--- config.mk ---
export PLATFORM = sky130hd
export DESIGN_NAME = fir_filter_ring_buffer
export DESIGN_NICKNAME = d
export VERILOG_FILES = /design/src/hdl/firrb_pkg.sv /design/src/hdl/firrb_store.sv /design/src/hdl/firrb_mac.sv /design/src/hdl/fir_filter_ring_buffer.sv
export SDC_FILE = /design/constraint.sdc
export NUM_CORES = 2
export LEC_CHECK = 0
export ABC_AREA = 1
export BUFFER_PORTS_ARGS = -buffer_cell sky130_fd_sc_hd__buf_2
export CAP_MARGIN = 20
export CORE_MARGIN = 2
export CORE_UTILIZATION = 30
export DETAILED_ROUTE_END_ITERATION = 6
export HOLD_SLACK_MARGIN = 0.08
export MAX_ROUTING_LAYER = met4
export SETUP_SLACK_MARGIN = 0.15
export SKIP_LAST_GASP = 1
export SLEW_MARGIN = 20
export SYNTH_ARGS = -nofsm -noshare
export SYNTH_HDL_FRONTEND = slang
export SYNTH_SLANG_ARGS = --single-unit
--- constraint.sdc ---
create_clock -name clock -period 5.53 [get_ports clock]
set_input_delay 0.8295 -clock clock [delete_from_list [all_inputs] [get_ports clock]]
set_output_delay 0.8295 -clock clock [all_outputs]
set_load 0.02 [all_outputs]
--- src/hdl/firrb_pkg.sv ---
// ============================================================================
// firrb_pkg: shared types and constants for the ring-buffer FIR filter
// Fixed data widths, item function codes and the control word that travels
// with each tap through the multiply-accumulate pipeline.
// ============================================================================
package firrb_pkg;

   localparam int DATA_W  = 16;   // sample and coefficient width
   localparam int ACC_W   = 32;   // wrapping accumulator width
   localparam int SHIFT   = 16;   // output arithmetic shift
   localparam int CIDX_W  = 7;    // coefficient index field width

   // Item function codes.
   localparam logic FUNC_COEF   = 1'b0;
   localparam logic FUNC_SAMPLE = 1'b1;

   // Control that follows one tap through the datapath.
   typedef struct packed {
      logic valid;
      logic first;
      logic last;
   } mac_ctl_type;

endpackage

--- src/hdl/firrb_store.sv ---
// ============================================================================
// firrb_store: sample ring and coefficient table
// Two single-port-write, registered-read memories. Ring entries carry a valid
// bit so that never-written entries read as zero after reset.
// ============================================================================
module firrb_store #(
   parameter int TAPS  = 101,
   parameter int IDX_W = 7
) (
   input  logic                                clock,
   input  logic                                reset,
   input  logic                                ring_we,
   input  logic [IDX_W-1:0]                    ring_waddr,
   input  logic signed [firrb_pkg::DATA_W-1:0] ring_wdata,
   input  logic [IDX_W-1:0]                    ring_raddr,
   output logic signed [firrb_pkg::DATA_W-1:0] ring_rdata,
   input  logic                                coef_we,
   input  logic [IDX_W-1:0]                    coef_waddr,
   input  logic signed [firrb_pkg::DATA_W-1:0] coef_wdata,
   input  logic [IDX_W-1:0]                    coef_raddr,
   output logic signed [firrb_pkg::DATA_W-1:0] coef_rdata
);

   logic signed [firrb_pkg::DATA_W-1:0] ring_mem [TAPS];
   logic signed [firrb_pkg::DATA_W-1:0] coef_mem [TAPS];
   logic [TAPS-1:0]                     ring_vld_ff;
   logic signed [firrb_pkg::DATA_W-1:0] ring_q_ff;
   logic                                ring_hit_ff;
   logic signed [firrb_pkg::DATA_W-1:0] coef_q_ff;

   always_ff @(posedge clock) begin
      if (ring_we) begin
         ring_mem[ring_waddr] <= ring_wdata;
      end
      ring_q_ff <= ring_mem[ring_raddr];
   end

   always_ff @(posedge clock) begin
      if (coef_we) begin
         coef_mem[coef_waddr] <= coef_wdata;
      end
      coef_q_ff <= coef_mem[coef_raddr];
   end

   // Valid bits stand in for clearing the ring at reset.
   always_ff @(posedge clock) begin
      if (reset) begin
         ring_vld_ff <= '0;
         ring_hit_ff <= 1'b0;
      end else begin
         if (ring_we) begin
            ring_vld_ff[ring_waddr] <= 1'b1;
         end
         ring_hit_ff <= ring_vld_ff[ring_raddr];
      end
   end

   assign ring_rdata = ring_hit_ff ? ring_q_ff : '0;
   assign coef_rdata = coef_q_ff;

endmodule

--- src/hdl/firrb_mac.sv ---
// ============================================================================
// firrb_mac: multiply-accumulate pipeline
// One registered 16x16 product per cycle feeding a 32-bit wrapping
// accumulator; flags completion after the last tap.
// ============================================================================
module firrb_mac (
   input  logic                                clock,
   input  logic                                reset,
   input  firrb_pkg::mac_ctl_type              ctl,
   input  logic signed [firrb_pkg::DATA_W-1:0] sample,
   input  logic signed [firrb_pkg::DATA_W-1:0] coef,
   output logic                                done,
   output logic signed [firrb_pkg::DATA_W-1:0] result
);

   firrb_pkg::mac_ctl_type             prod_ctl_ff;
   logic signed [firrb_pkg::ACC_W-1:0] prod_ff;
   logic signed [firrb_pkg::ACC_W-1:0] acc_ff;
   logic                               done_ff;

   always_ff @(posedge clock) begin
      prod_ff <= sample * coef;
      if (prod_ctl_ff.valid) begin
         acc_ff <= prod_ctl_ff.first ? prod_ff : acc_ff + prod_ff;
      end
   end

   always_ff @(posedge clock) begin
      if (reset) begin
         prod_ctl_ff <= '0;
         done_ff     <= 1'b0;
      end else begin
         prod_ctl_ff <= ctl;
         done_ff     <= prod_ctl_ff.valid && prod_ctl_ff.last;
      end
   end

   assign done   = done_ff;
   assign result = acc_ff[firrb_pkg::ACC_W-1 -: firrb_pkg::DATA_W];

endmodule

--- src/hdl/fir_filter_ring_buffer.sv ---
// ============================================================================
// fir_filter_ring_buffer: streaming FIR filter over a sample ring
// Coefficient items load one signed Q0.16 tap; sample items enter the ring and produce
// one filtered sample, tap 0 applied to the oldest stored sample.
// ============================================================================
//
//   Channel   Direction   Ports                                    Moves
//   req_      in          valid, stall, func, coef_index,          one item
//                         coef_value, sample_in
//   rsp_      out         valid, stall, sample_out                 one item
//
// A coefficient item is written into the table when accepted. For a sample item
// the sequencer reads one ring entry and one coefficient per cycle from the
// memories; each product passes the product and accumulator registers of the
// multiply-accumulate pipeline before the sum is handed to the output register.
// Reset is synchronous and active high; it clears the write pointer, the
// sequencer, the ring valid bits and the output valid bit. Coefficients are
// undefined until written.
// The output register lets a new item be accepted while a result still waits
// on rsp_stall; a finished sum waits for the register to free up.
// ============================================================================
module fir_filter_ring_buffer #(
   parameter int TAPS = 101
) (
   input  logic                                clock,
   input  logic                                reset,
   input  logic                                req_valid,
   output logic                                req_stall,
   input  logic                                req_func,
   input  logic [firrb_pkg::CIDX_W-1:0]        req_coef_index,
   input  logic signed [firrb_pkg::DATA_W-1:0] req_coef_value,
   input  logic signed [firrb_pkg::DATA_W-1:0] req_sample_in,
   output logic                                rsp_valid,
   input  logic                                rsp_stall,
   output logic signed [firrb_pkg::DATA_W-1:0] rsp_sample_out
);

   localparam int IDX_W = $clog2(TAPS);
   localparam logic [IDX_W-1:0] LAST_IDX = IDX_W'(TAPS - 1);

   // Sequencer states.
   localparam logic [1:0] ST_IDLE  = 2'd0;
   localparam logic [1:0] ST_RUN   = 2'd1;
   localparam logic [1:0] ST_DRAIN = 2'd2;
   localparam logic [1:0] ST_PUT   = 2'd3;

   logic [1:0]                          state_ff, state_in;
   logic [IDX_W-1:0]                    wp_ff, wp_in;
   logic [IDX_W-1:0]                    pos_ff, pos_in;
   logic [IDX_W-1:0]                    tap_ff, tap_in;
   logic                                rsp_valid_ff, rsp_valid_in;
   logic signed [firrb_pkg::DATA_W-1:0] rsp_data_ff, rsp_data_in;
   firrb_pkg::mac_ctl_type              issue_ctl;
   firrb_pkg::mac_ctl_type              rd_ctl_ff;

   logic                                accept;
   logic                                take_sample;
   logic                                take_coef;
   logic                                out_free;
   logic [IDX_W-1:0]                    wp_next;
   logic signed [firrb_pkg::DATA_W-1:0] ring_rdata;
   logic signed [firrb_pkg::DATA_W-1:0] coef_rdata;
   logic                                mac_done;
   logic signed [firrb_pkg::DATA_W-1:0] mac_result;

   // Only the idle sequencer takes items; coefficient writes complete at once.
   assign req_stall   = (state_ff != ST_IDLE);
   assign accept      = req_valid && !req_stall;
   assign take_sample = accept && (req_func == firrb_pkg::FUNC_SAMPLE);
   // Writes to taps beyond the table are dropped.
   assign take_coef   = accept && (req_func == firrb_pkg::FUNC_COEF)
                        && (int'(req_coef_index) < TAPS);
   assign out_free    = !rsp_valid_ff || !rsp_stall;
   assign wp_next     = (wp_ff == LAST_IDX) ? '0 : wp_ff + 1'b1;

   // One tap is issued per cycle while running.
   always_comb begin
      issue_ctl.valid = (state_ff == ST_RUN);
      issue_ctl.first = (tap_ff == '0);
      issue_ctl.last  = (tap_ff == LAST_IDX);
   end

   always_comb begin
      state_in     = state_ff;
      wp_in        = wp_ff;
      pos_in       = pos_ff;
      tap_in       = tap_ff;
      rsp_valid_in = rsp_valid_ff && rsp_stall;
      rsp_data_in  = rsp_data_ff;
      unique case (state_ff)
         ST_IDLE: begin
            if (take_sample) begin
               // The oldest sample sits just past the one now written.
               wp_in    = wp_next;
               pos_in   = wp_next;
               tap_in   = '0;
               state_in = ST_RUN;
            end
         end
         ST_RUN: begin
            pos_in = (pos_ff == LAST_IDX) ? '0 : pos_ff + 1'b1;
            tap_in = tap_ff + 1'b1;
            if (tap_ff == LAST_IDX) begin
               state_in = ST_DRAIN;
            end
         end
         ST_DRAIN: begin
            if (mac_done) begin
               state_in = ST_PUT;
            end
         end
         ST_PUT: begin
            if (out_free) begin
               rsp_valid_in = 1'b1;
               rsp_data_in  = mac_result;
               state_in     = ST_IDLE;
            end
         end
         default: begin
            state_in = ST_IDLE;
         end
      endcase
   end

   always_ff @(posedge clock) begin
      if (reset) begin
         state_ff     <= ST_IDLE;
         wp_ff        <= '0;
         rsp_valid_ff <= 1'b0;
         rd_ctl_ff    <= '0;
      end else begin
         state_ff     <= state_in;
         wp_ff        <= wp_in;
         rsp_valid_ff <= rsp_valid_in;
         rd_ctl_ff    <= issue_ctl;
      end
   end

   always_ff @(posedge clock) begin
      pos_ff      <= pos_in;
      tap_ff      <= tap_in;
      rsp_data_ff <= rsp_data_in;
   end

   firrb_store #(
      .TAPS  (TAPS),
      .IDX_W (IDX_W)
   ) u_store (
      .clock      (clock),
      .reset      (reset),
      .ring_we    (take_sample),
      .ring_waddr (wp_ff),
      .ring_wdata (req_sample_in),
      .ring_raddr (pos_ff),
      .ring_rdata (ring_rdata),
      .coef_we    (take_coef),
      .coef_waddr (IDX_W'(req_coef_index)),
      .coef_wdata (req_coef_value),
      .coef_raddr (tap_ff),
      .coef_rdata (coef_rdata)
   );

   // The control word is registered once to line up with the registered read data.
   firrb_mac u_mac (
      .clock  (clock),
      .reset  (reset),
      .ctl    (rd_ctl_ff),
      .sample (ring_rdata),
      .coef   (coef_rdata),
      .done   (mac_done),
      .result (mac_result)
   );

   assign rsp_valid      = rsp_valid_ff;
   assign rsp_sample_out = rsp_data_ff;

`ifndef ASSERT_OFF
   // The accumulator finishes only while the sequencer waits for it.
   a_done_in_drain: assert property (@(posedge clock) disable iff (reset)
      mac_done |-> (state_ff == ST_DRAIN))
      else $error("accumulator finished outside the drain state");

   // The write pointer always addresses a ring entry.
   a_wp_range: assert property (@(posedge clock) disable iff (reset)
      int'(wp_ff) < TAPS)
      else $error("write pointer beyond ring");

   // Issuing the last tap ends the run.
   a_run_ends: assert property (@(posedge clock) disable iff (reset)
      (state_ff == ST_RUN && tap_ff == LAST_IDX) |=> (state_ff == ST_DRAIN))
      else $error("run did not end after the last tap");

   // A new result never overwrites one that is still stalled.
   a_no_overwrite: assert property (@(posedge clock) disable iff (reset)
      (rsp_valid_ff && rsp_stall && state_ff == ST_PUT) |=> (state_ff == ST_PUT))
      else $error("result loaded into a busy output register");
`endif

endmodule
==> flow_summary_export.csv <==
group,metric,value,unit
worst_setup_path,critPathSlowestCell,"fa_1",
worst_setup_path,critPathMaxStageDelay,600,ps
grt,all_layer_gr_usage,0.170,
timing,worst-slew-pin-transition,1240,ps
final_layout,final_area,178000,µm²
worst_setup_path,timing.critical_path.max_delay_family,"adder cells",
timing,timing.final.hold_violations,0,
power,vdd_ir_drop_max,0.00170,V
drt,routedWlPerCell,20.1,µm
drt,dr.first_iter.drc_count,10733,
die,core_area,513000,µm²
worst_setup_path,worstPathCellList,"buf_12, nand2_8, buf_12, nor2_4, inv_2, fa_1, inv_2, buf_6, fa_1, fa_1, fa_1, fa_1, fa_1, ha_4, buf_6, nand2_4, buf_6, nor2_1, nand2_1, o211ai_1, a21oi_1, nand2_1, nand2_1, nand2_1",
final_layout,regArea,103000,µm²
timing,setup_ws,5.62,ps
clock_network,cts_made_buffers,356,
timing,rsz0062_at_grt,"yes",
die,initial_core_util,0.301,
die,floorplan.die_area,520000,µm²
clock_network,insertion_delay,990,ps
drt,wirelength_met1,188000,µm
final_layout,layout-area-overhead-vs-synth,15.5,%
synth,syn_avg_cell_area,10.5,µm²
worst_setup_path,critical_path.startpoint_type,"flop",
clock_network,cts_tree,"built",
grt,global_route_wire_length_before_repair,656000,µm
synth,synth-async-reset-ratio,0,
drt,vias_per_cell,4.75,
placement,dp_hpwl,266000,µm
drt,dr.max_layer_used,"met4",
min_path,min_path_type,"primary input to flop",
final_layout,multi_input_area,44500,µm²
clock_network,ctsRootBufferMaster,"clkbuf_16",
synth,postSynth.topFlopCell,"edfxtp_1",
power,power_per_cell_area,539,nW/µm²
placement,routabilityCongestion,0.918,
drt,remaining_number_of_nets_flagged_by_the_antenna_check_after_routing,0,
worst_setup_path,timing.critical_path.mode_cell,"fa_1",
drt,route.vias.total,104723,
timing,finalSetupTns,0,ps
synth,synth_warnings,0,
final_layout,postLayoutCoreUtil,0.348,
synth,number_of_enable_type_register_cells_in_the_synthesized_netlist,3294,
placement,post-place-ws,-245,ps
timing,timing_max_transition_violations_final,0,
timing,worst_case_headroom_to_the_max_slew_limit,0.163,
placement,placedInstanceArea,165000,µm²
grt,grt_remaining_overflow,0,
clock_network,clock-sinks,3477,
worst_setup_path,path_buf_inv,7,
worst_setup_path,path_max_fanout,8,
worst_setup_path,setup.worst_path.class,"flop to flop",
placement,placement.io_buffers,61,
drt,drt_first_pass_iters,6,
timing,achievable-frequency,181,MHz
synth,yosysTopAreaCellShare,0.641,
die,io_pins,62,
timing,min_period_over_period,0.999,
final_layout,design.final.nets,15437,
drt,remaining_drc_errors,0,
synth,syn-num-nets,15105,
die,die_height,721,µm
synth,synthesis.area,154000,µm²
die,row_count,263,
synth,synthDistinctLibCells,41,
drt,wl_met2,208000,µm
timing,period_minus_slack,5520,ps
drt,routed_wire_length,443000,µm
clock_network,clk_path_buf_depth,4,
clock_network,number_of_levels_the_h_tree_was_split_into,5,
synth,post_synth_inst_count,14675,
worst_setup_path,critical_path_required,6370,ps
final_layout,drive_gt1_frac,0.0973,
timing,setup_viol,0,
worst_setup_path,crit_path_end_kind,"flop",
drt,dr_wl_met3,31300,µm
final_layout,layout.filler_cells,50508,
grt,grt_max_degree,179,
die,die-width,721,µm
timing,worst_clock_skew,68.2,ps
grt,grt_pass1_vias,99740,
synth,post-synth-top-area-cell,"edfxtp_1",
power,power.leakage,68.6,nW
synth,synth_seq_area_share,0.665,
clock_network,clk_transition_reported_paths,70,ps
run_status,status,"finished clean",
power,total_power,96.0,mW
flow_run,timing.max_cap.violations,0,
synth,main_area_contributors_after_synthesis,"edfxtp_1 64%, nand2_1 9.9%, nor2_1 5.7%",
synth,synth-seq-cells,3477,
grt,antenna_violations_before_repair,21,
worst_setup_path,cp.arrival,6360,ps
## metal layers
metal / vias to the layer above / GRT usage
met4: 0 / 0.0564
met1: 51146 / 0.224
met2: 3695 / 0.271
met3: 742 / 0.0226
met5: - / -
li1: 49140 / -
## state kept, by name, summed over array words and instances (netlist names)
register	cells
rd_ctl_ff	3
rsp_sample_out	16
u_store.coef_rdata	16
u_store.coef_mem	1616
u_store.ring_hit_ff	1
wp_ff	7
tap_ff	7
u_mac.acc_ff	32
u_mac.done	1
pos_ff	7
state_ff	2
rsp_valid	1
u_mac.prod_ff	32
u_store.ring_vld_ff	101
u_store.ring_q_ff	16
u_store.ring_mem	1616
u_mac.prod_ctl_ff	3
## worst min-delay path, cell delays in order
cell and delay, ps:
buf_2 200, nand2_1 110, a21oi_1 60
## synth_stat cells (42+ instances only)
| library cell | instances |
|---|---|
| nand2_1 | 4087 |
| edfxtp_1 | 3294 |
| nor2_1 | 2336 |
| inv_1 | 1267 |
| o21ai_0 | 1009 |
| nand3_1 | 657 |
| clkbuf_1 | 294 |
| buf_2 | 293 |
| fa_1 | 263 |
| o21ai_1 | 248 |
| dfxtp_1 | 183 |
| a21oi_1 | 155 |
| ha_1 | 123 |
| o22ai_1 | 104 |
| buf_1 | 72 |
| buf_4 | 42 |
## cells by family (layout without fill, tap and decap cells)
kind of cell    after synthesis  in the layout  share of synthesized area
simple gates               7157           7157                      0.181
flops                      3477           3477                      0.665
buf+inv                    2012           2634                     0.0538
compound gates             1602           1602                     0.0543
fa+ha+maj                   386            386                     0.0441
xor+xnor                     41             41                    0.00233
other cells                   0             11                          0
## per-stage QoR
step	hold slack [ps]	std cells
2_1_floorplan	388	14675
3_3_place_gp	390	21382
3_5_place_dp	394	21382
4_1_cts	226	22037
5_1_grt	274	22063
6_report	307	22065
## power by group
part | total, mW | internal (mW) | switching [mW]
Sequential | 29.9 | 29.5 | 0.375
Clock | 24.0 | 13.5 | 10.4
Combinational | 42.2 | 16.6 | 25.5
Total | 96.0 | 59.6 | 36.4
## path summary, 6_finish.rpt
kind	startpoint	to	slack [ps]	cells after the start
max	u_store.ring_hit_ff	u_mac.prod_ff[28]	6	24
min	rsp_stall	rsp_valid	310	3
max reg2reg	u_store.ring_hit_ff	u_mac.prod_ff[28]	6	24
min reg2reg	rd_ctl_ff[0]	u_mac.prod_ctl_ff[0]	400	2
## layout make-up
class                   instances  share of cell area
repair buffers                704              0.0351
flip-flops and latches       3477               0.576
multi-input cells            9186               0.250
inverters                    1282              0.0275
clock buffers                 479              0.0549
well taps                    6757              0.0474
clock inverters               169             0.00955
diodes                         11            0.000154
## cell usage in the layout (no fill, tap or decap), types with 21 or more instances in the layout
cell type	netlist	final
dfxtp_1	183	181
a21oi_1	155	135
clkbuf_8	0	29
bufinv_16	0	22
o21ai_1	248	259
buf_2	293	28
ha_4	0	23
nor2_4	0	27
buf_4	42	579
xor2_1	28	28
clkbuf_16	0	362
fa_1	263	242
fa_2	0	21
nor2_1	2336	2266
nand3_1	657	651
nand2_2	0	23
clkinv_1	11	59
inv_2	4	41
clkbuf_1	294	88
o21a_1	33	33
o21ai_0	1009	992
clkinv_2	0	57
edfxtp_1	3294	3294
nand2_1	4087	4046
inv_1	1267	1216
nand4_1	33	33
o22ai_1	104	104
ha_1	123	99
buf_12	0	72
nor2_2	2	45
## what timing repair did
action	CTS	global route
endpoints found under the hold margin	4	0
cloned	1	0
resized for setup	154	185
endpoints found under the setup margin	21	22
hold buffers	1	0
setup buffers	5	16
pin swaps	27	88
No activity file was read; power rests on OpenSTA's default activity.
